### src/design/top_k_magnitude_selector_defines.svh
// assertion macros shared by the top-k magnitude selector rtl
// no dependencies; included by files that carry concurrent checks
`ifndef TOP_K_MAGNITUDE_SELECTOR_DEFINES_SVH
`define TOP_K_MAGNITUDE_SELECTOR_DEFINES_SVH

// same-cycle implication, disabled in reset
`define TKMS_ASSERT_IMPLY(lbl, clk, rst_n, ante, cons) \
    lbl: assert property (@(posedge clk) disable iff (!rst_n) (ante) |-> (cons)) \
        else $error("%m: check failed");

// next-cycle implication, disabled in reset
`define TKMS_ASSERT_NEXT(lbl, clk, rst_n, ante, cons) \
    lbl: assert property (@(posedge clk) disable iff (!rst_n) (ante) |=> (cons)) \
        else $error("%m: check failed");

`endif

### src/design/tkms_pkg.sv
// package of the top-k magnitude selector: widths, defaults, register map
// no dependencies; used by the interfaces and every module of the block
`default_nettype none

package tkms_pkg;

    localparam int MAG_W        = 63;
    localparam int OUT_TAG_W    = 20;
    localparam int IN_TAG_W     = 20;
    localparam int RANK_W       = 6;
    localparam int TAKE_W       = 7;
    localparam int DEF_CAPACITY = 64;
    localparam int DEF_TAG_BITS = 20;
    localparam int APB_ADDR_W   = 3;
    localparam int APB_DATA_W   = 32;

    localparam logic [0:0]        REG_TAKE_COUNT = 1'b0;
    localparam logic [TAKE_W-1:0] TAKE_RESET     = 7'd1;

    typedef struct packed {
        logic load;
        logic shift;
    } cell_ctl_t;

endpackage

`default_nettype wire

### src/design/tkms_cell.sv
// one insertion cell of the sorted chain: holds a magnitude and its tag
// depends on tkms_pkg
`default_nettype none

module tkms_cell import tkms_pkg::*; #(
    parameter int TAG_BITS = DEF_TAG_BITS
) (
    input  wire logic                clk,
    input  wire cell_ctl_t           ctl,
    input  wire logic                occupied,
    input  wire logic [MAG_W-1:0]    new_mag,
    input  wire logic [TAG_BITS-1:0] new_tag,
    input  wire logic                prev_lt,
    input  wire logic [MAG_W-1:0]    prev_mag,
    input  wire logic [TAG_BITS-1:0] prev_tag,
    input  wire logic [MAG_W-1:0]    next_mag,
    input  wire logic [TAG_BITS-1:0] next_tag,
    output logic                     lt,
    output logic [MAG_W-1:0]         mag,
    output logic [TAG_BITS-1:0]      tag
);

    logic [MAG_W-1:0]    mag_reg, mag_next;
    logic [TAG_BITS-1:0] tag_reg, tag_next;

    // strictly smaller or empty: the new word goes at or above this cell
    assign lt  = !occupied || (mag_reg < new_mag);
    assign mag = mag_reg;
    assign tag = tag_reg;

    always_comb
    begin
        mag_next = mag_reg;
        tag_next = tag_reg;
        if (ctl.load && lt)
        begin
            if (prev_lt)
            begin
                mag_next = prev_mag;
                tag_next = prev_tag;
            end
            else
            begin
                mag_next = new_mag;
                tag_next = new_tag;
            end
        end
        else if (ctl.shift)
        begin
            mag_next = next_mag;
            tag_next = next_tag;
        end
    end

    always_ff @(posedge clk)
    begin
        mag_reg <= mag_next;
        tag_reg <= tag_next;
    end

endmodule

`default_nettype wire

### config.mk
export PLATFORM = sky130hd
export DESIGN_NAME = tkms_cell
export DESIGN_NICKNAME = d
export VERILOG_FILES = /design/src/design/top_k_magnitude_selector_defines.svh /design/src/design/tkms_pkg.sv /design/src/design/tkms_cell.sv
export SDC_FILE = /design/constraint.sdc
export NUM_CORES = 1
export LEC_CHECK = 0
export BUFFER_PORTS_ARGS = -buffer_cell sky130_fd_sc_hd__buf_2
export CORE_AREA = 2 2 132 134
export DETAILED_ROUTE_END_ITERATION = 8
export DIE_AREA = 0 0 134 136
export GPL_TIMING_DRIVEN = 0
export MAX_ROUTING_LAYER = met4
export PLACE_DENSITY = 0.72
export SYNTH_ARGS = -nofsm -noshare
export SYNTH_HDL_FRONTEND = slang
export SYNTH_SLANG_ARGS = --single-unit
export TNS_END_PERCENT = 5
### constraint.sdc
create_clock -name clk -period 11.8 [get_ports clk]
set_input_delay 2.95 -clock clk [delete_from_list [all_inputs] [get_ports clk]]
set_output_delay 2.95 -clock clk [all_outputs]
set_load 0.005 [all_outputs]
Yosys cells after proc, flatten, opt, wreduce, memory -nomap -nowiden:

Index checks and enable logic that the tools add are counted.

* logic and storage cells: 13
* register bits: 83
* output and inout port bits: 84
* bits of input ports: 254

* multiplexer cells: 6
* reduce and logical (&&, ||, !) cells: 4
* magnitude comparators: 1

Operators by type and width (number)
* $mux 63: 3
* $lt 63x63->1: 1
* $mux 20: 3
* $reduce_bool 2->1: 1
* $logic_and 1x1->1: 1
* $logic_not 1->1: 1
* $logic_or 1x1->1: 1

Longest topological paths before layout:

* depth in word-level cells: 4
* depth in mapped cells: 11
* depth with buffers taken out: 9

Least setup slack after synthesis:

Ideal clock, no wire load.

* kind: input port to output port
* start point: input new_mag[40]
* end point: output lt
* required time: 8.850 ns
* path slack: 4.199 ns
* path buffers: 0
* cell stages on the path: 8
* arrival time: 4.651 ns
* cell sequence: inv_1 ha_1 a21o_1 a221o_1 a221o_1 nor4_4 a21oi_1 o21ai_0

* longest elaborated chain between the ends: 2

Ends and longest elaborated chain
* start: declaration: RTL line tkms_cell.sv:11 `input wire logic [MAG_W-1:0] new_mag,`
* $lt 63x63->1: RTL line tkms_cell.sv:27 `assign lt = !occupied || (mag_reg < new_mag);`
* $logic_or 1x1->1: RTL line tkms_cell.sv:27
* end: declaration: RTL line tkms_cell.sv:18 `output logic lt,`

No other way between the ends.

Worst setup path in the final report:

Ends and elaborated chain as after synthesis.

==> flow_metrics.env <==
export IMPL_drt_pass1_iterations=4
export IMPL_grt_pass1_vias=5744
export IMPL_clk_insertion_delay_late_ns=0.35
export IMPL_gp_congestion=0.870
export IMPL_synthTopCellsByArea="edfxtp_1 (41%), ha_1 (13%), mux2_1 (11%), mux2_2 (8.4%), o21ai_0 (5.9%)"
export IMPL_drc=0
export IMPL_whs_ns=1.50
export IMPL_p_leak_nw=4.10
export IMPL_setup_worst_path_end_class="output port"
export IMPL_yosys_warnings=0
export IMPL_cp_top_family="compound AO/OA/AOI/OAI gates"
export IMPL_worstPathCellList="buf_2, inv_1, ha_1, a21o_1, a221o_1, a221o_1, nor4_4, a21oi_1, o21ai_0, buf_2"
export IMPL_dp_cells=1127
export IMPL_via_per_inst=4.90
export IMPL_synth_net_count=881
export IMPL_p_sw_mw=0.390
export IMPL_synthTopCellsByCount="edfxtp_1 (83), nand2_1 (81), o21ai_0 (71)"
export IMPL_routedWlPerCell_microns=16.5
export IMPL_worstPathRequired_ns=8.85
export IMPL_worst_path_buf_inv=3
export IMPL_min_from="mag[46]"
export IMPL_power_frac_comb_pct=36.6
export IMPL_crit_type="input port to output port"
export IMPL_synth_top_family_by_area="multiplexers"
export IMPL_drive_above_1_share_pct=44.7
export IMPL_synth_top_cell_area_share_pct=41.5
export IMPL_route_vias_total=5606
export IMPL_skew_ns=0.00960
export IMPL_cts_tree="yes"
export IMPL_htreeDepth=3
export IMPL_antenna_left=0
export IMPL_synthAdderAreaFrac_pct=12.9
export IMPL_postSynth_asyncResetShare_pct=0
export IMPL_power_frac_clock_pct=25.8
export IMPL_arrival_ns=5.22
export IMPL_grt_setup_unrepaired="false"
export IMPL_hp_class="flop to flop"
export IMPL_syn_avg_cell_area_sq_um=10.6
export IMPL_antenna_found_initial=1
export IMPL_path_clk_slew_ns=0.07
export IMPL_setup_tns_final_ns=0
export IMPL_p_per_area_nw_per_um2=148
export IMPL_largest_reg_flops=63
export IMPL_internal_power_mw=0.841
export IMPL_layout_min_cycle_time_ns=8.17
export IMPL_cts_made_buffers=9
export IMPL_synth_cell_type_count=31
export IMPL_switching_share_pct=31.7
export IMPL_period_share_pct=69.3
export IMPL_postCtsSetupBuffers=0
export IMPL_crit_path_start_kind="input port"
export IMPL_overflow=0
export IMPL_placed_cell_area_sq_um=8010
export IMPL_drt_iter0_markers=229
export IMPL_status="completed"
export IMPL_maxCapViolCount=0
export IMPL_synth_top_cell_by_area="edfxtp_1"
export IMPL_fmax_ghz=0.122
export IMPL_muxShareOfSynthArea_pct=19.5
export IMPL_synth_edf_count=83
export IMPL_die_area_sq_um=18200
export IMPL_fp_dieH_microns=136
export IMPL_grtUsageTotal_pct=20.7
export IMPL_finalWorstSetupSlack_ns=3.63
export IMPL_synth_compound_area_share_pct=10.3
export IMPL_setup_viol=0
export IMPL_place_hpwl_mm=15.3
export IMPL_num_nets_final=1229
export IMPL_clk_path_buf_depth=2
export IMPL_reg2reg_from="mag[44]"
export IMPL_core_rowCount=48
export IMPL_synthCells=565
export IMPL_grt_pass1_wl_mm=28.4
export IMPL_cts_resized=0
export IMPL_place_ws_ns=3.64
export IMPL_max_slew_margin_rel_pct=50.6
export IMPL_irDropWorstVdd_mv=0.0853
export IMPL_p_seq_share_pct=37.6
export IMPL_slew_violations=0
export IMPL_routed_wl_mm=18.9
export IMPL_cts_root_buf="clkbuf_16"
export IMPL_grt_max_degree=44
export IMPL_coreArea_sq_um=16900
export IMPL_synth_seq_area_share_pct=41.5
export IMPL_final_area_sq_um=8330
export IMPL_synth_seq_cells=83
export IMPL_areaGrowthSynthToFinish_pct=38.7
export IMPL_ctsHoldBuffers=0
export IMPL_clkSinkCount=83
export IMPL_pin_count=338
export IMPL_netlist_area_sq_um=6010
export IMPL_initial_core_util_pct=35.6
export IMPL_hold_violations=0
export IMPL_synth_xor_area_share_pct=0
export IMPL_io_buffers=336
export IMPL_die_width_microns=134
export IMPL_tightest_slew_ns=0.742
export IMPL_yosys_area_share_simple_pct=8.45
export IMPL_ys_flop_type="edfxtp_1"
export IMPL_cp_startpoint="new_mag[40]"
export IMPL_cp_slowest_cell="a221o_1"
export IMPL_synth_most_common_cell="edfxtp_1"
export IMPL_critical_path_max_stage_delay_ns=0.42
export IMPL_finalNonFillerCells=1144
export IMPL_critical_path_max_fanout=2
stage by stage:
step,power (mW),utilization [%]
finish,1.23,49.4
global route,1.30,49.4
CTS,1.24,49.4
detailed placement,0.922,47.4
global placement,0.911,47.2
floorplan,0.725,-
power groups by stage:
stage | logic, mW | registers, mW | clock network (mW)
6_report | 0.450 | 0.463 | 0.318
5_1_grt | 0.501 | 0.471 | 0.333
4_1_cts | 0.455 | 0.464 | 0.322
3_5_place_dp | 0.453 | 0.470 | 0
3_3_place_gp | 0.440 | 0.472 | 0
2_1_floorplan | 0.249 | 0.477 | 0
routing by layer:
layer | up-vias | wire [microns] | global-route usage, %
li1 | 2743 | - | -
met1 | 2600 | 7810 | 24.1
met2 | 233 | 9490 | 36.2
met3 | 30 | 1130 | 3.43
met4 | 0 | 438 | 7.57
met5 | - | 0 | -
layout make-up:
type                            instances  area [sq um]
Buffer                                 25           201
Fill cell                            1608          8540
Timing Repair Buffer                  337          1710
Tap cell                              225           282
Clock inverter                          7          98.8
Clock buffer                            9           225
Antenna cell                            1          2.50
Inverter                               64           240
Sequential cell                        83          2490
Multi-Input combinational cell        393          3080
layout by cell type, fill, tap and decap left out, drive strengths merged:
cell      netlist  final
a211o           1      1
a211oi          1      1
a21o            3      3
a21oi          29     29
a221o           2      2
a221oi          2      2
a31oi           1      1
and2            1      1
and4            1      1
buf             9    346
bufinv          0      2
clkbuf         16     25
clkinv          0      1
clkinvlp        0      1
diode           0      1
edfxtp         83     83
ha             62     62
inv            64     67
mux2          104    104
nand2          81     81
nand2b          4      4
nand3           5      5
nand4          11     11
nor2            5      5
nor3            2      2
nor4            2      2
o211ai          2      2
o21ai          71     71
o22ai           1      1
or3             1      1
or4             1      1
worst register-to-register path: cells and delay by family (launching register included):
family,cells,cell delay [ns]
buf+inv,3,0.79
simple gates,5,1.35
fa+ha+maj,1,0.31
flops,1,0.41
compound gates,2,0.60
logic make-up after synthesis:
family,Yosys count
compound gates,113
fa+ha+maj,62
buf+inv,89
flops,83
mux,104
simple gates,114
final timing paths:
| check | to | slack [ns] | depth (start not counted) |
|---|---|---|---|
| setup / recovery | lt | 3.63 | 10 |
| hold / removal | tag[0] | 1.50 | 6 |
| setup reg to reg | mag[36] | 8.04 | 11 |
| hold reg to reg | tag[0] | 1.50 | 6 |
Power figures use the tool's default switching activity.
