===== config.mk =====
export PLATFORM = sky130hd
export DESIGN_NAME = tkms_ctrl_flat
export DESIGN_NICKNAME = d
export VERILOG_FILES = /design/src/design/tkms_pkg.sv /design/src/design/tkms_if.sv /design/src/design/tkms_ctrl.sv /design/src/flat_wrapper.sv
export VERILOG_INCLUDE_DIRS = /design/src /design/src/design
export SDC_FILE = /design/constraint.sdc
export NUM_CORES = 1
export LEC_CHECK = 0
export ABC_CLOCK_PERIOD_IN_PS = 8700
export BUFFER_PORTS_ARGS = -buffer_cell sky130_fd_sc_hd__buf_2
export CAP_MARGIN = 20
export CORE_AREA = 2 2 133 135
export DETAILED_ROUTE_END_ITERATION = 16
export DIE_AREA = 0 0 135 137
export PLACE_DENSITY_LB_ADDON = 0.1
export RECOVER_POWER = 25
export REMOVE_ABC_BUFFERS = 1
export SLEW_MARGIN = 5
export SYNTH_ARGS = -nofsm -noshare
export SYNTH_HDL_FRONTEND = slang
export SYNTH_SLANG_ARGS = --single-unit

===== constraint.sdc =====
create_clock -name clk -period 8.7 [get_ports clk]
set_clock_uncertainty 0.1 [all_clocks]
set_input_delay 1.305 -clock clk [delete_from_list [all_inputs] [get_ports clk]]
set_output_delay 1.305 -clock clk [all_outputs]
set_load 0.01 [all_outputs]

===== src/design/top_k_magnitude_selector_defines.svh =====
// assertion macros shared by the top-k magnitude selector rtl
// no dependencies; included by files that carry concurrent checks
`ifndef TOP_K_MAGNITUDE_SELECTOR_DEFINES_SVH
`define TOP_K_MAGNITUDE_SELECTOR_DEFINES_SVH

// same-cycle implication, disabled in reset
`define TKMS_ASSERT_IMPLY(lbl, clk, rst_n, ante, cons) \
    lbl: assert property (@(posedge clk) disable iff (!rst_n) (ante) |-> (cons)) \
        else $error("%m: check failed");

// next-cycle implication, disabled in reset
`define TKMS_ASSERT_NEXT(lbl, clk, rst_n, ante, cons) \
    lbl: assert property (@(posedge clk) disable iff (!rst_n) (ante) |=> (cons)) \
        else $error("%m: check failed");

`endif


===== src/design/tkms_pkg.sv =====
// package of the top-k magnitude selector: widths, defaults, register map
// no dependencies; used by the interfaces and every module of the block
`default_nettype none

package tkms_pkg;

    localparam int MAG_W        = 63;
    localparam int OUT_TAG_W    = 20;
    localparam int IN_TAG_W     = 20;
    localparam int RANK_W       = 6;
    localparam int TAKE_W       = 7;
    localparam int DEF_CAPACITY = 64;
    localparam int DEF_TAG_BITS = 20;
    localparam int APB_ADDR_W   = 3;
    localparam int APB_DATA_W   = 32;

    localparam logic [0:0]        REG_TAKE_COUNT = 1'b0;
    localparam logic [TAKE_W-1:0] TAKE_RESET     = 7'd1;

    typedef struct packed {
        logic load;
        logic shift;
    } cell_ctl_t;

endpackage

`default_nettype wire


===== src/design/tkms_if.sv =====
// valid/ready channel interfaces for entry words and result words
// depends on tkms_pkg
`default_nettype none

interface tkms_in_if import tkms_pkg::*; ();
    logic                 valid;
    logic                 ready;
    logic [MAG_W-1:0]     magnitude;
    logic [IN_TAG_W-1:0]  column_tag;
    logic                 last_entry;

    modport source (output valid, magnitude, column_tag, last_entry, input ready);
    modport sink   (input valid, magnitude, column_tag, last_entry, output ready);
endinterface

interface tkms_out_if import tkms_pkg::*; ();
    logic                 valid;
    logic                 ready;
    logic [OUT_TAG_W-1:0] column_out;
    logic [MAG_W-1:0]     magnitude_out;
    logic [RANK_W-1:0]    rank;
    logic                 last_result;
    logic                 overflow;

    modport source (output valid, column_out, magnitude_out, rank, last_result, overflow,
                    input ready);
    modport sink   (input valid, column_out, magnitude_out, rank, last_result, overflow,
                    output ready);
endinterface

`default_nettype wire


===== src/design/tkms_ctrl.sv =====
// sequencer of the selector: config register, fill count, emission, result register
// depends on tkms_pkg, tkms_if and top_k_magnitude_selector_defines.svh
`default_nettype none
`include "top_k_magnitude_selector_defines.svh"

module tkms_ctrl import tkms_pkg::*; #(
    parameter int CAPACITY = DEF_CAPACITY,
    parameter int TAG_BITS = DEF_TAG_BITS,
    localparam int CNT_W   = $clog2(CAPACITY + 1)
) (
    input  wire logic                  clk,
    input  wire logic                  rst_n,
    input  wire logic                  psel,
    input  wire logic                  penable,
    input  wire logic                  pwrite,
    input  wire logic [APB_ADDR_W-1:0] paddr,
    input  wire logic [APB_DATA_W-1:0] pwdata,
    output logic      [APB_DATA_W-1:0] prdata,
    output logic                       pready,
    tkms_in_if.sink                    entry,
    tkms_out_if.source                 result,
    input  wire logic [MAG_W-1:0]      head_mag,
    input  wire logic [TAG_BITS-1:0]   head_tag,
    output cell_ctl_t                  cell_ctl,
    output logic      [CNT_W-1:0]      count
);

    typedef enum logic {ST_LOAD, ST_EMIT} state_t;

    state_t               state_reg, state_next;
    logic [TAKE_W-1:0]    take_reg, take_next;
    logic [CNT_W-1:0]     count_reg, count_next;
    logic                 dropped_reg, dropped_next;
    logic                 emit_ovf_reg, emit_ovf_next;
    logic [CNT_W-1:0]     remain_reg, remain_next;
    logic [RANK_W-1:0]    rank_reg, rank_next;
    logic                 out_valid_reg, out_valid_next;
    logic [OUT_TAG_W-1:0] out_tag_reg, out_tag_next;
    logic [MAG_W-1:0]     out_mag_reg, out_mag_next;
    logic [RANK_W-1:0]    out_rank_reg, out_rank_next;
    logic                 out_last_reg, out_last_next;
    logic                 out_ovf_reg, out_ovf_next;

    logic              cfg_wr;
    logic              acc;
    logic              ins;
    logic              adv;
    logic [TAKE_W-1:0] limit;
    logic [CNT_W-1:0]  count_ins;
    logic [CNT_W-1:0]  n_emit;

    assign pready = 1'b1;
    assign cfg_wr = psel && penable && pwrite && (paddr[2] == REG_TAKE_COUNT);
    assign prdata = (paddr[2] == REG_TAKE_COUNT) ? APB_DATA_W'(take_reg) : '0;

    assign entry.ready = (state_reg == ST_LOAD);
    assign acc         = entry.valid && entry.ready;
    assign ins         = acc && (count_reg < CNT_W'(CAPACITY));
    assign adv         = (state_reg == ST_EMIT) && (!out_valid_reg || result.ready);

    assign limit     = (take_reg == '0) ? TAKE_W'(1) : take_reg;
    assign count_ins = count_reg + CNT_W'(ins);
    assign n_emit    = (TAKE_W'(count_ins) < limit) ? count_ins : CNT_W'(limit);

    assign cell_ctl.load  = ins;
    assign cell_ctl.shift = adv;
    assign count          = count_reg;

    assign result.valid         = out_valid_reg;
    assign result.column_out    = out_tag_reg;
    assign result.magnitude_out = out_mag_reg;
    assign result.rank          = out_rank_reg;
    assign result.last_result   = out_last_reg;
    assign result.overflow      = out_ovf_reg;

    always_comb
    begin
        state_next     = state_reg;
        take_next      = cfg_wr ? pwdata[TAKE_W-1:0] : take_reg;
        count_next     = count_reg;
        dropped_next   = dropped_reg;
        emit_ovf_next  = emit_ovf_reg;
        remain_next    = remain_reg;
        rank_next      = rank_reg;
        out_valid_next = out_valid_reg && !result.ready;
        out_tag_next   = out_tag_reg;
        out_mag_next   = out_mag_reg;
        out_rank_next  = out_rank_reg;
        out_last_next  = out_last_reg;
        out_ovf_next   = out_ovf_reg;

        case (state_reg)
            ST_LOAD:
            begin
                if (acc)
                begin
                    if (entry.last_entry)
                    begin
                        state_next    = ST_EMIT;
                        count_next    = '0;
                        dropped_next  = 1'b0;
                        emit_ovf_next = dropped_reg || !ins;
                        remain_next   = n_emit;
                        rank_next     = '0;
                    end
                    else
                    begin
                        count_next   = count_ins;
                        dropped_next = dropped_reg || !ins;
                    end
                end
            end
            ST_EMIT:
            begin
                if (adv)
                begin
                    out_valid_next = 1'b1;
                    out_tag_next   = OUT_TAG_W'(head_tag);
                    out_mag_next   = head_mag;
                    out_rank_next  = rank_reg;
                    out_last_next  = (remain_reg == CNT_W'(1));
                    out_ovf_next   = emit_ovf_reg;
                    remain_next    = remain_reg - CNT_W'(1);
                    rank_next      = rank_reg + RANK_W'(1);
                    if (remain_reg == CNT_W'(1))
                    begin
                        state_next = ST_LOAD;
                    end
                end
            end
            default:
            begin
                state_next = ST_LOAD;
            end
        endcase
    end

    always_ff @(posedge clk or negedge rst_n)
    begin
        if (!rst_n)
        begin
            state_reg     <= ST_LOAD;
            take_reg      <= TAKE_RESET;
            count_reg     <= '0;
            dropped_reg   <= 1'b0;
            emit_ovf_reg  <= 1'b0;
            remain_reg    <= '0;
            rank_reg      <= '0;
            out_valid_reg <= 1'b0;
        end
        else
        begin
            state_reg     <= state_next;
            take_reg      <= take_next;
            count_reg     <= count_next;
            dropped_reg   <= dropped_next;
            emit_ovf_reg  <= emit_ovf_next;
            remain_reg    <= remain_next;
            rank_reg      <= rank_next;
            out_valid_reg <= out_valid_next;
        end
    end

    always_ff @(posedge clk)
    begin
        out_tag_reg  <= out_tag_next;
        out_mag_reg  <= out_mag_next;
        out_rank_reg <= out_rank_next;
        out_last_reg <= out_last_next;
        out_ovf_reg  <= out_ovf_next;
    end

    `TKMS_ASSERT_IMPLY(a_load_not_full, clk, rst_n, cell_ctl.load, count_reg < CNT_W'(CAPACITY))
    `TKMS_ASSERT_IMPLY(a_no_load_shift, clk, rst_n, cell_ctl.shift, !cell_ctl.load && remain_reg != '0)
    `TKMS_ASSERT_NEXT(a_set_closes, clk, rst_n, acc && entry.last_entry, state_reg == ST_EMIT && count_reg == '0)
    `TKMS_ASSERT_NEXT(a_final_word, clk, rst_n, adv && remain_reg == CNT_W'(1), state_reg == ST_LOAD && out_last_reg)

endmodule

`default_nettype wire


===== src/flat_wrapper.sv =====
// flat-port wrapper written by rule: the top's interface ports become plain ports
module tkms_ctrl_flat import tkms_pkg::*;
#(
    parameter int CAPACITY = DEF_CAPACITY,
    parameter int TAG_BITS = DEF_TAG_BITS,
    localparam int CNT_W   = $clog2(CAPACITY + 1)
)
  (clk, rst_n, psel, penable, pwrite, paddr, pwdata, prdata, pready, head_mag, head_tag, cell_ctl, count, entry_valid, entry_magnitude, entry_column_tag, entry_last_entry, entry_ready, result_valid, result_column_out, result_magnitude_out, result_rank, result_last_result, result_overflow, result_ready);
  tkms_in_if entry_i ();
  tkms_out_if result_i ();
  input  wire logic clk;
  input  wire logic rst_n;
  input  wire logic psel;
  input  wire logic penable;
  input  wire logic pwrite;
  input  wire logic [APB_ADDR_W-1:0] paddr;
  input  wire logic [APB_DATA_W-1:0] pwdata;
  output logic      [APB_DATA_W-1:0] prdata;
  output logic pready;
  input  wire logic [MAG_W-1:0] head_mag;
  input  wire logic [TAG_BITS-1:0] head_tag;
  output cell_ctl_t cell_ctl;
  output logic      [CNT_W-1:0] count;
  input wire logic [$bits(entry_i.valid)-1:0] entry_valid;
  input wire logic [$bits(entry_i.magnitude)-1:0] entry_magnitude;
  input wire logic [$bits(entry_i.column_tag)-1:0] entry_column_tag;
  input wire logic [$bits(entry_i.last_entry)-1:0] entry_last_entry;
  output wire logic [$bits(entry_i.ready)-1:0] entry_ready;
  output wire logic [$bits(result_i.valid)-1:0] result_valid;
  output wire logic [$bits(result_i.column_out)-1:0] result_column_out;
  output wire logic [$bits(result_i.magnitude_out)-1:0] result_magnitude_out;
  output wire logic [$bits(result_i.rank)-1:0] result_rank;
  output wire logic [$bits(result_i.last_result)-1:0] result_last_result;
  output wire logic [$bits(result_i.overflow)-1:0] result_overflow;
  input wire logic [$bits(result_i.ready)-1:0] result_ready;
  assign entry_i.valid = entry_valid;
  assign entry_i.magnitude = entry_magnitude;
  assign entry_i.column_tag = entry_column_tag;
  assign entry_i.last_entry = entry_last_entry;
  assign entry_ready = entry_i.ready;
  assign result_valid = result_i.valid;
  assign result_column_out = result_i.column_out;
  assign result_magnitude_out = result_i.magnitude_out;
  assign result_rank = result_i.rank;
  assign result_last_result = result_i.last_result;
  assign result_overflow = result_i.overflow;
  assign result_i.ready = result_ready;
  tkms_ctrl #(.CAPACITY(CAPACITY), .TAG_BITS(TAG_BITS)) u_core (.clk(clk), .rst_n(rst_n), .psel(psel), .penable(penable), .pwrite(pwrite), .paddr(paddr), .pwdata(pwdata), .prdata(prdata), .pready(pready), .entry(entry_i), .result(result_i), .head_mag(head_mag), .head_tag(head_tag), .cell_ctl(cell_ctl), .count(count));
endmodule

# ---- After elaboration in Yosys (flattened, before gate mapping)
# Cells that the tools add are included.
# Widths: inputs -> output; s select.
dict set report classes {
  n_addsub 3
  magnitude_cmp 2
  n_eq_ne 4
  mux 20
  n_bitwise 2
  reduce_logical 17
}
# operator count
set ops {}
lappend ops {{$mux 7} 7}
lappend ops {{$mux 6} 3}
lappend ops {{$pmux 7 s2} 1}
lappend ops {{$pmux 6 s2} 1}
lappend ops {{$add 7x1->7} 1}
lappend ops {{$eq 7x1->1 const B} 1}
lappend ops {{$logic_and 1x1->1} 7}
lappend ops {{$logic_not 7->1} 1}
lappend ops {{$lt 7x7->1} 1}
lappend ops {{$lt 7x7->1 const B} 1}
lappend ops {{$mux 1} 7}
lappend ops {{$sub 7x1->7 const B} 1}
lappend ops {{$add 6x1->6 const B} 1}
lappend ops {{$ne 2x2->1 const B} 3}
lappend ops {{$reduce_and 3->1} 2}
lappend ops {{$reduce_and 2->1} 2}
lappend ops {{$logic_not 1->1} 3}
lappend ops {{$logic_or 1x1->1} 2}
lappend ops {{$not 1->1} 2}
lappend ops {{$pmux 1 s2} 1}
dict set report word_totals {
  regBits 122
  inputBits 209
  out_inout_bits 135
  word_cells 61
}

# ---- Logic depth before layout (Yosys ltp)
# Gate-level depths: netlist of the first run.
dict set report logic_depth {
  depth_word 9
  mapped_depth 16
  depth_no_buf 13
}

# ---- Worst setup path before layout of the first run
# OpenSTA, ideal clock, no wires.
dict set report synth_timing {
  path_kind {input to output}
  from {input result_ready}
  to {output cell_ctl[0] in the netlist's numbering}
  arrival_time_ps 5828
  required_time_ps 7295
  path_slack_ps 1467
  stages 3
  n_path_buf 1
  path_cell_list {nor2b_1 > nor2_1 > buf_4}
}
dict set report synth_between {
  elab_chain_cells 2
}
# item line_no
set synth_lines {}
lappend synth_lines {{start, declared} flat_wrapper.sv:35} ;# input wire logic [$bits(result_i.ready)-1:0] result_ready;
lappend synth_lines {{$logic_or 1x1->1} tkms_ctrl.sv:59} ;# assign adv = (state_reg == ST_EMIT) && (!out_valid_reg || result.ready);
lappend synth_lines {{$logic_and 1x1->1} tkms_ctrl.sv:59}
lappend synth_lines {{end, declared} flat_wrapper.sv:22} ;# output cell_ctl_t cell_ctl;
# Every way passes these cells.

# ---- Worst setup path in the final report of the first run
dict set report layout_timing {
  from {register u_core.state_reg}
  to {register u_core.remain_reg[6]}
}
dict set report layout_between {
  elab_chain_cells 9
  elab_cells_between_ends 14
  classes_between {1 x add/sub; 1 x order compare; 3 x eq/ne; 4 x mux; 1 x bitwise; 4 x reduce/logical}
}
# item line_no
set layout_lines {}
lappend layout_lines {{start, declared} tkms_ctrl.sv:30} ;# state_t state_reg, state_next;
lappend layout_lines {{start signal, assigned} tkms_ctrl.sv:153} ;# state_reg <= state_next;
lappend layout_lines {{$not 1->1} {tkms_ctrl.sv:56, tkms_ctrl.sv:92}}
lappend layout_lines {{$logic_and 1x1->1} tkms_ctrl.sv:57} ;# assign acc = entry.valid && entry.ready;
lappend layout_lines {{$logic_and 1x1->1} tkms_ctrl.sv:58} ;# assign ins = acc && (count_reg < CNT_W'(CAPACITY));
lappend layout_lines {{$add 7x1->7} tkms_ctrl.sv:62} ;# assign count_ins = count_reg + CNT_W'(ins);
lappend layout_lines {{$lt 7x7->1} tkms_ctrl.sv:63} ;# assign n_emit = (TAKE_W'(count_ins) < limit) ? count_ins : CNT_W'(limit);
lappend layout_lines {{$mux 7} tkms_ctrl.sv:63}
lappend layout_lines {{$mux 7} tkms_ctrl.sv:97} ;# if (entry.last_entry)
lappend layout_lines {{$mux 7} tkms_ctrl.sv:95} ;# if (acc)
lappend layout_lines {{$pmux 7 s2} tkms_ctrl.sv:92} ;# case (state_reg)
lappend layout_lines {{end signal, assigned} tkms_ctrl.sv:158} ;# remain_reg <= remain_next;
lappend layout_lines {{end, declared} tkms_ctrl.sv:35} ;# logic [CNT_W-1:0] remain_reg, remain_next;
# Parallel ways exist; a longest one is shown, timed or not. The select of a mux whose other input is x is not followed.
# A chain may end at the register's enable or synchronous reset.

==> impl_metrics.ini, run 1 <==
[yosys]
synth_fa_ha_area_frac = 0.0259
synth_compound_area_frac = 0.0725
synth_seq_cells = 122
synth_edf_count = 91
ys_top_cells_by_count = 91 x edfxtp_1, 30 x dfrtp_1, 28 x buf_4
synth_top_area_frac = 0.566
synth_cells = 321
ys_types = 47
synth-main-ff-cell = edfxtp_1
synth_area_leader_cell = edfxtp_1
synth-simple-area-share = 0.0803
syn_area_um2 = 4830
ys_seq_area_frac = 0.726
synthMuxAreaShare = 0.0186
synth.most_common_cell = edfxtp_1
syn_area_per_cell_um2 = 15.0
synth_warnings = 0
postSynth.asyncResetShare = 0.254
synth_area_leaders = edfxtp_1 57%, dfrtp_1 16%, buf_4 4.4%
yosys.area_share.xor_xnor = 0.0179
synth_top_family_by_area = simple AND/OR/NAND/NOR gates

[critical_path]
r2r_start = u_core.state_reg
critPathKind = register to register
cp-start-kind = register
required_ns = 8.88
ff2ff_path_depth = 13
reg2reg_slack_ns = 4.50
worstSetupEndpoint = u_core.remain_reg[6]
cp_max_fo = 15
worstSetupStartpoint = u_core.state_reg
end_kind = register
crit_arrival_ns = 4.38
reg2reg_to = u_core.remain_reg[6]

[sta]
finalSetupViolCount = 0
fmax_mhz = 238
rsz0062_at_grt = false
fin_crit_sh = 0.483
holdWs_ns = 0.349
setup_tns_ns = 0
slew_headroom = 0.495
hold_viol_final = 0
slew_viol_final = 0
setup_ws_ns = 4.50
tightestPinTransition_ns = 0.749
min_period_ns = 4.20

[worst_hold_path]
hp-class = register to register
min_delay_path_depth = 0
hp-start = u_core.emit_ovf_reg

[pwr]
powerDensity_nw_per_um2 = 254
power.static_leakage_nw = 3.01
finalPower_mw = 1.69
vdd_drop_max_uv = 133

[finish]
largest_reg_flops = 63
fin_nets = 759
area_delta_synth_final_pct = 38.1
postLayoutCoreUtil = 0.391
fill_cells = 1707
regArea_um2 = 3510
stdcell_area_um2 = 6670
multi_input_area_um2 = 1140
insertedDiodeCount = 0
layout.cells.non_filler = 777
drive_gt1_frac = 0.469

[clock_tree]
cts_buffers = 17
post-cts-setup-buffers = 0
clk_latency_ns = 0.41
numClockSinks = 122
clk_pin_slew_worst_paths_ns = 0.05
cts-root-buf = clkbuf_16
cts_hold_buf = 0
ctsResizeCount = 0
cts_tree = built
clk_path_buf_depth = 2
cts.htree.levels = 4

[die]
rows = 48
core_um2 = 17100
start_util = 0.283
pin_count = 344
die_y_um = 137
die_x_um = 135
die-area_um2 = 18500

[grt]
grt_max_degree = 52
grt_util_all_layers = 0.143
grt_overflow = 0
antenna_found_initial = 1
grt_pass1_wl_um = 19200
grt_pass1_vias = 3251

[detailed_routing]
drt_iter0_drc = 177
vias = 3350
routed_wl_um = 13100
antenna_left = 0
route.detailed.drc = 0
wl_per_cell_um = 16.9
viasPerCell = 4.31
drt_pre_antenna_iters = 4

[place]
gp_congestion = 0.729
post-place-ws_ns = 4.14
post-place-cells = 746
dpl_cell_area_um2 = 6020
io_buffers = 207
hpwl_um = 9850

[status]
status = finished, final reports clean

[job]
maxCapViolCount = 0
final cells by class:
| type | count | area share |
|---|---|---|
| flip-flops and latches | 122 | 0.526 |
| multi-input cells | 180 | 0.172 |
| repair buffers | 209 | 0.158 |
| clock buffers | 17 | 0.0638 |
| well taps | 225 | 0.0422 |
| clock inverters | 14 | 0.0332 |
| inverters | 10 | 0.00563 |
power by group:
group / internal, mW / total [mW] / switching [mW]
Sequential: 0.693 / 0.737 / 0.0445
Combinational: 0.0816 / 0.185 / 0.103
Clock: 0.509 / 0.770 / 0.261
Total: 1.28 / 1.69 / 0.409
cell usage in the layout (no fill, tap or decap), drive strengths merged, types with 4 or more instances in the layout:
master	instances
clkinv	7
xor2	8
ha	10
bufinv	5
nand3	4
nor4	4
mux2	8
a21o	4
o21ai	14
edfxtp	91
conb	26
and3	4
a22o	4
a21oi	10
inv	12
buf	209
clkbuf	17
dfrtp	30
nand2	21
nor2	23
logic make-up after synthesis:
group / count (synthesis)
xor+xnor: 9
simple gates: 77
other cells: 2
buf+inv: 43
mux: 8
fa+ha+maj: 10
compound gates: 50
flops: 122
critical path, stage by stage, from the launching register on:
cell and delay, ns:
dfrtp_1 0.56, inv_1 0.45, nand2_1 0.36, nor2_1 0.22, ha_1 0.24, ha_1 0.23, and3_1 0.18, xor2_1 0.31
ha_1 0.23, nand2_1 0.10, a211o_1 0.28, a221oi_2 0.37, or2_1 0.29, o211ai_1 0.13
worst min path at each step:
stage,slack (ns),endpoint
after floorplan,0.32,u_core.result.overflow
after global routing,0.36,u_core.result.overflow
after global placement,0.33,u_core.result.overflow
after CTS,0.35,u_core.result.overflow
final,0.35,u_core.result.overflow
after detailed placement,0.34,u_core.result.overflow
metal layers:
metal | part of all wire | track usage | routed length (um) | up-vias
met3 | 0.11 | 0.0648 | 1430 | 20
met1 | 0.46 | 0.192 | 6070 | 1571
li1 | - | - | - | 1577
met2 | 0.41 | 0.200 | 5400 | 180
met5 | 0.00099 | 0 | 13 | -
met4 | 0.018 | 0.0573 | 234 | 2
No activity file was read; power rests on OpenSTA's default activity.
==> inputs of run 2 (changes only) <==
--- a/config.mk
+++ b/config.mk
@@ -6,7 +6,8 @@
 export SDC_FILE = /design/constraint.sdc
 export NUM_CORES = 1
 export LEC_CHECK = 0
-export ABC_CLOCK_PERIOD_IN_PS = 8700
+export ABC_AREA = 1
+export ABC_CLOCK_PERIOD_IN_PS = 3600
 export BUFFER_PORTS_ARGS = -buffer_cell sky130_fd_sc_hd__buf_2
 export CAP_MARGIN = 20
 export CORE_AREA = 2 2 133 135
==> constraint.sdc (replaced) <==
create_clock -name clk -period 3.6 [get_ports clk]
set_clock_uncertainty 0.1 [all_clocks]
set_input_delay 0.54 -clock clk [delete_from_list [all_inputs] [get_ports clk]]
set_output_delay 0.54 -clock clk [all_outputs]
set_load 0.01 [all_outputs]
==> run 2 against run 1 <==
Effect of this change: clock power up 120%; non-clock buffer count up 4; wire length increased by 7.4%; flip-flop and latch count stayed put; worst hold slack got worse by 0.23 ns; final area increased by 0.79%; via count grew 5.6%; register-to-register slack got worse by 3.9 ns; sequential power increased to 2.9 times the previous value; maximum frequency increased by 40%; synthesized area up 1.5%; critical endpoint is now u_core.remain_reg[1].
==> impl_metrics.ini, run 2 <==
[status]
status = finished, final reports clean

[detailed_routing]
routed_wl_um = 14100
route.detailed.drc = 0
wl_per_cell_um = 16.8
antenna_left = 0
drt_pre_antenna_iters = 4
viasPerCell = 4.21
drt_iter0_drc = 233
vias = 3536

[clock_tree]
ctsResizeCount = 0
numClockSinks = 122
cts_hold_buf = 0
cts-root-buf = clkbuf_16
cts_buffers = 17
clk_latency_ns = 0.41
cts.htree.levels = 4
clk_path_buf_depth = 2
post-cts-setup-buffers = 0
clk_pin_slew_worst_paths_ns = 0.06
cts_tree = built

[die]
pin_count = 344
start_util = 0.287
core_um2 = 17100
die_x_um = 135
die_y_um = 137
die-area_um2 = 18500
rows = 48

[sta]
tightestPinTransition_ns = 0.793
min_period_ns = 3.01
rsz0062_at_grt = false
slew_viol_final = 0
setup_tns_ns = 0
fin_crit_sh = 0.835
holdWs_ns = 0.114
slew_headroom = 0.472
hold_viol_final = 0
finalSetupViolCount = 0
fmax_mhz = 333

[pwr]
power.static_leakage_nw = 3.18
finalPower_mw = 5.07
powerDensity_nw_per_um2 = 754
power_frac_clock = 0.341
p_int_mw = 3.46
pwr-share-seq = 0.416
p_sw_frac = 0.317
power_frac_comb = 0.243
vdd_drop_max_uv = 327
switchingPower_mw = 1.61

[yosys]
yosys.area_share.xor_xnor = 0.00715
postSynth.asyncResetShare = 0.254
synth.most_common_cell = edfxtp_1
synth_area_leader_cell = edfxtp_1
syn_area_per_cell_um2 = 13.0
ys_top_cells_by_count = 91 x edfxtp_1, 53 x nand2_1, 36 x inv_1
synth_top_family_by_area = simple AND/OR/NAND/NOR gates
ys_types = 36
synth-main-ff-cell = edfxtp_1
synth_fa_ha_area_frac = 0.0255
synth_top_area_frac = 0.558
synth_warnings = 0
synth_seq_cells = 122
synth_compound_area_frac = 0.0488
synth_cells = 378
ys_seq_area_frac = 0.716
synthMuxAreaShare = 0
synth-simple-area-share = 0.119
syn_area_um2 = 4900
synth_area_leaders = edfxtp_1 56%, dfrtp_1 15%, buf_4 4.4%
synth_edf_count = 91

[finish]
area_delta_synth_final_pct = 37.2
stdcell_area_um2 = 6720
drive_gt1_frac = 0.432
final_common_cell = buf_2
postLayoutCoreUtil = 0.394
largest_reg_flops = 63
fin_nets = 820
layout_common_cells = 202 x buf_2, 91 x edfxtp_1, 53 x nand2_1

[job]
maxCapViolCount = 0

[critical_path]
required_ns = 3.80
cp_max_fo = 8
cp-start-kind = register
critPathKind = register to register
end_kind = register
crit_arrival_ns = 3.21

[grt]
grt_overflow = 0
antenna_found_initial = 2
grt_pass1_vias = 3536
grt_util_all_layers = 0.157
grt_max_degree = 60
grt_pass1_wl_um = 20800

[place]
gp_congestion = 0.796
hpwl_um = 10600
io_buffers = 207
dpl_cell_area_um2 = 6130

[worst_hold_path]
hp-class = primary input to async pin
-- run 2: worst max-delay path, stage by stage, from the launching register on --
cell	delay, ns
dfrtp_1	0.40
inv_4	0.07
nand2_4	0.04
nor2_1	0.16
ha_1	0.22
ha_1	0.22
nand2_2	0.07
clkinv_2	0.08
nand3_1	0.08
xor2_1	0.18
inv_1	0.07
ha_1	0.33
a21o_1	0.20
a21oi_4	0.25
nand2_4	0.12
nand2_1	0.08
nand3_1	0.10
nand2_1	0.08
nand2_1	0.04
-- run 2: path summary, 6_finish.rpt --
check	from	to	cells past startpoint	slack (ns)
worst max-delay path	u_core.state_reg	u_core.remain_reg[1]	18	0.59
worst min-delay path	rst_n	u_core.remain_reg[1]	1	0.11
min in group clk	head_mag[11]	u_core.result.magnitude_out[11]	1	0.20
worst max register to register	u_core.state_reg	u_core.remain_reg[1]	18	0.59
worst min register to register	u_core.rank_reg[5]	u_core.result.rank[5]	0	0.35
max in group asynchronous	rst_n	u_core.count[1]	1	2.78
-- run 2: logic make-up after synthesis --
family                     count (synthesis)
AOI/OAI and AO/OA                         39
and+or+nand+nor                          127
other                                      2
adders and majority gates                 10
DFF                                      122
buffers and inverters                     74
xor gates and xnor gates                   4
-- run 2: power groups by stage --
stage                     clock, mW  combinational [mW]  sequential (mW)
after CTS                      1.78                1.25             2.11
after global routing           1.85                1.39             2.16
after global placement            0                1.23             2.13
final                          1.73                1.23             2.11
after detailed placement          0                1.25             2.13
after floorplan                   0               0.585             2.23
-- run 2: through the flow --
stage / cells / setup slack (ns)
6_report: 840 / 0.593
3_5_place_dp: 807 / 0.376
2_1_floorplan: 369 / 0.582
3_3_place_gp: 807 / 0.328
5_1_grt: 839 / 0.316
4_1_cts: 839 / 0.566
-- run 2: routing by layer --
metal | routed length, um | vias up | GRT usage
met3 | 1680 | 14 | 0.0800
met2 | 5540 | 174 | 0.212
li1 | - | 1678 | -
met1 | 6750 | 1668 | 0.219
met5 | 13 | - | 0
met4 | 145 | 2 | 0.0469
-- run 2: layout make-up --
cell class / count / area [um2]
clock inverter: 15 / 175
tap: 225 / 282
fill: 1729 / 10300
inverter: 41 / 160
antenna: 1 / 2.50
sequential: 122 / 3510
clock buffer: 17 / 425
multi-input combinational: 206 / 1080
timing repair buffer: 213 / 1090
==> inputs of run 3 (changes only) <==
--- a/config.mk
+++ b/config.mk
@@ -7,12 +7,12 @@
 export NUM_CORES = 1
 export LEC_CHECK = 0
 export ABC_AREA = 1
-export ABC_CLOCK_PERIOD_IN_PS = 3600
+export ABC_CLOCK_PERIOD_IN_PS = 3000
 export BUFFER_PORTS_ARGS = -buffer_cell sky130_fd_sc_hd__buf_2
 export CAP_MARGIN = 20
-export CORE_AREA = 2 2 133 135
+export CORE_AREA = 2 2 134 136
 export DETAILED_ROUTE_END_ITERATION = 16
-export DIE_AREA = 0 0 135 137
+export DIE_AREA = 0 0 136 138
 export PLACE_DENSITY_LB_ADDON = 0.1
 export RECOVER_POWER = 25
 export REMOVE_ABC_BUFFERS = 1
==> constraint.sdc (replaced) <==
create_clock -name clk -period 3 [get_ports clk]
set_clock_uncertainty 0.1 [all_clocks]
set_input_delay 0.45 -clock clk [delete_from_list [all_inputs] [get_ports clk]]
set_output_delay 0.45 -clock clk [all_outputs]
set_load 0.01 [all_outputs]
==> run 3 against run 2 <==
Effect of this change: the flow now finishes with violations (capacitance limit, slew limit); global-route usage fell by 1.4 points; combinational power rose by 24%; power rose by 22%; critical path type unchanged; cell count rose by 1.3%.
==> impl_metrics.ini, run 3 (synthesized netlist as in run 2, its figures left out) <==
[worst_hold_path]
hp-class = primary input to register
min_delay_path_depth = 1
holdPathEnd = u_core.result.magnitude_out[44]
hp-start = head_mag[44]

[die]
die_y_um = 138
rows = 49
core_um2 = 17500
die-area_um2 = 18800
start_util = 0.280
die_x_um = 136
pin_count = 344

[sta]
min_period_ns = 2.79
slew_headroom = -0.171
slew_viol_final = 32
tightestPinTransition_ns = 1.76
fmax_mhz = 359
hold_viol_final = 0
holdWs_ns = 0.106
fin_crit_sh = 0.929
rsz0062_at_grt = false
finalSetupViolCount = 0

[job]
maxCapViolCount = 1

[pwr]
power.static_leakage_nw = 3.26
vdd_drop_max_uv = 401
powerDensity_nw_per_um2 = 903

[critical_path]
critPathKind = register to register
crit_arrival_ns = 2.99
reg2reg_to = u_core.remain_reg[0]
reg2reg_slack_ns = 0.21
required_ns = 3.20
ff2ff_path_depth = 17
cp-start-kind = register
cp_max_fo = 4
r2r_start = u_core.state_reg
end_kind = register

[clock_tree]
clk_pin_slew_worst_paths_ns = 0.07
numClockSinks = 122
cts_buffers = 17
clk_path_buf_depth = 2
clk_latency_ns = 0.42
cts_tree = built
cts-root-buf = clkbuf_16
cts.htree.levels = 4

[grt]
grt_util_all_layers = 0.143
antenna_found_initial = 1
grt_pass1_wl_um = 19700
grt_use_met2 = 0.248
use_met3 = 0.0528
grt_max_degree = 75
grt_overflow = 0
grt_pass1_vias = 3513
top_usage_layer = met2
grt_use_met1 = 0.153

[detailed_routing]
route.detailed.drc = 0
antenna_left = 0
routed_wl_um = 13200
drt_pre_antenna_iters = 4
drt_iter0_drc = 129
vias = 3487
viasPerCell = 4.10
wl_per_cell_um = 15.5

[status]
violations = capacitance limit, slew limit
status = finished with violations

[finish]
final_common_cell = buf_2
layout_common_cells = 205 x buf_2, 91 x edfxtp_1, 53 x nand2_1
largest_reg_flops = 63
stdcell_area_um2 = 6830
area_delta_synth_final_pct = 39.4
insertedDiodeCount = 0
fill_cells = 1819
fin_nets = 828
drive_gt1_frac = 0.452

[place]
hpwl_um = 10300
gp_congestion = 0.791
io_buffers = 207
dpl_cell_area_um2 = 6180
[run 3: cell types whose count changed in the layout (fill, tap and decap cells not counted), sizes merged]
cell,previous run,this run
clkinv,9,3
inv,42,49
diode,1,0
buf,208,219
clkinvlp,2,1
clkbuf,22,19
[run 3: power breakdown]
group	internal [mW]	total, mW	switching, mW
logic	0.560	1.52	0.962
clock network	1.34	2.15	0.814
registers	2.31	2.50	0.183
total	4.21	6.17	1.96
[run 3: cell type report]
| class | instances | area, um2 | area share |
|---|---|---|---|
| sequential | 122 | 3510 | 0.514 |
| timing repair buffer | 221 | 1150 | 0.168 |
| multi-input combinational | 206 | 1100 | 0.161 |
| clock buffer | 17 | 425 | 0.0623 |
| tap | 229 | 287 | 0.0419 |
| clock inverter | 15 | 199 | 0.0291 |
| inverter | 41 | 160 | 0.0234 |
[run 3: worst max path at each step]
stage                startpoint                    to  slack, ns
2_1_floorplan  u_core.state_reg  u_core.remain_reg[3]      -0.02
3_3_place_gp        entry_valid  u_core.remain_reg[1]     -0.008
3_5_place_dp        entry_valid  u_core.remain_reg[1]    -0.0004
4_1_cts        u_core.state_reg  u_core.remain_reg[1]       0.09
5_1_grt        u_core.state_reg  u_core.remain_reg[0]       0.03
6_report       u_core.state_reg  u_core.remain_reg[0]       0.21
[run 3: repair_timing]
action	CTS	global route
resized for setup	0	4
hold buffers	0	0
buffers inserted	0	2
endpoints found under the setup margin	0	7
[run 3: layer usage]
| layer | wire, um | part of all wire |
|---|---|---|
| met1 | 5110 | 0.39 |
| met2 | 6580 | 0.50 |
| met3 | 1180 | 0.089 |
| met4 | 325 | 0.025 |
| met5 | 0 | 0 |
[run 3: critical path: stages, from the launching register on]
cell      delay, ns
dfrtp_1        0.40
inv_4          0.07
nand2_4        0.04
nor2_2         0.10
ha_2           0.20
ha_1           0.18
nand2_2        0.07
clkinv_2       0.05
nand3_1        0.10
xor2_2         0.16
inv_1          0.07
ha_1           0.32
a21o_1         0.19
a21oi_4        0.19
buf_4          0.16
nand3_1        0.07
nand3_1        0.12
a21oi_2        0.06
[run 3: per-stage QoR]
step | setup slack, ns | total power, mW | util | std cells | TNS, ns
after floorplan | -0.0183 | 3.38 | - | 369 | -0.0573
after global placement | -0.00833 | 4.04 | 0.352 | 817 | -0.0134
after detailed placement | -0.000433 | 4.07 | 0.352 | 817 | -0.000433
after CTS | 0.0906 | 6.26 | 0.388 | 849 | 0
after global routing | 0.0350 | 6.54 | 0.390 | 851 | 0
final | 0.214 | 6.17 | 0.390 | 851 | 0
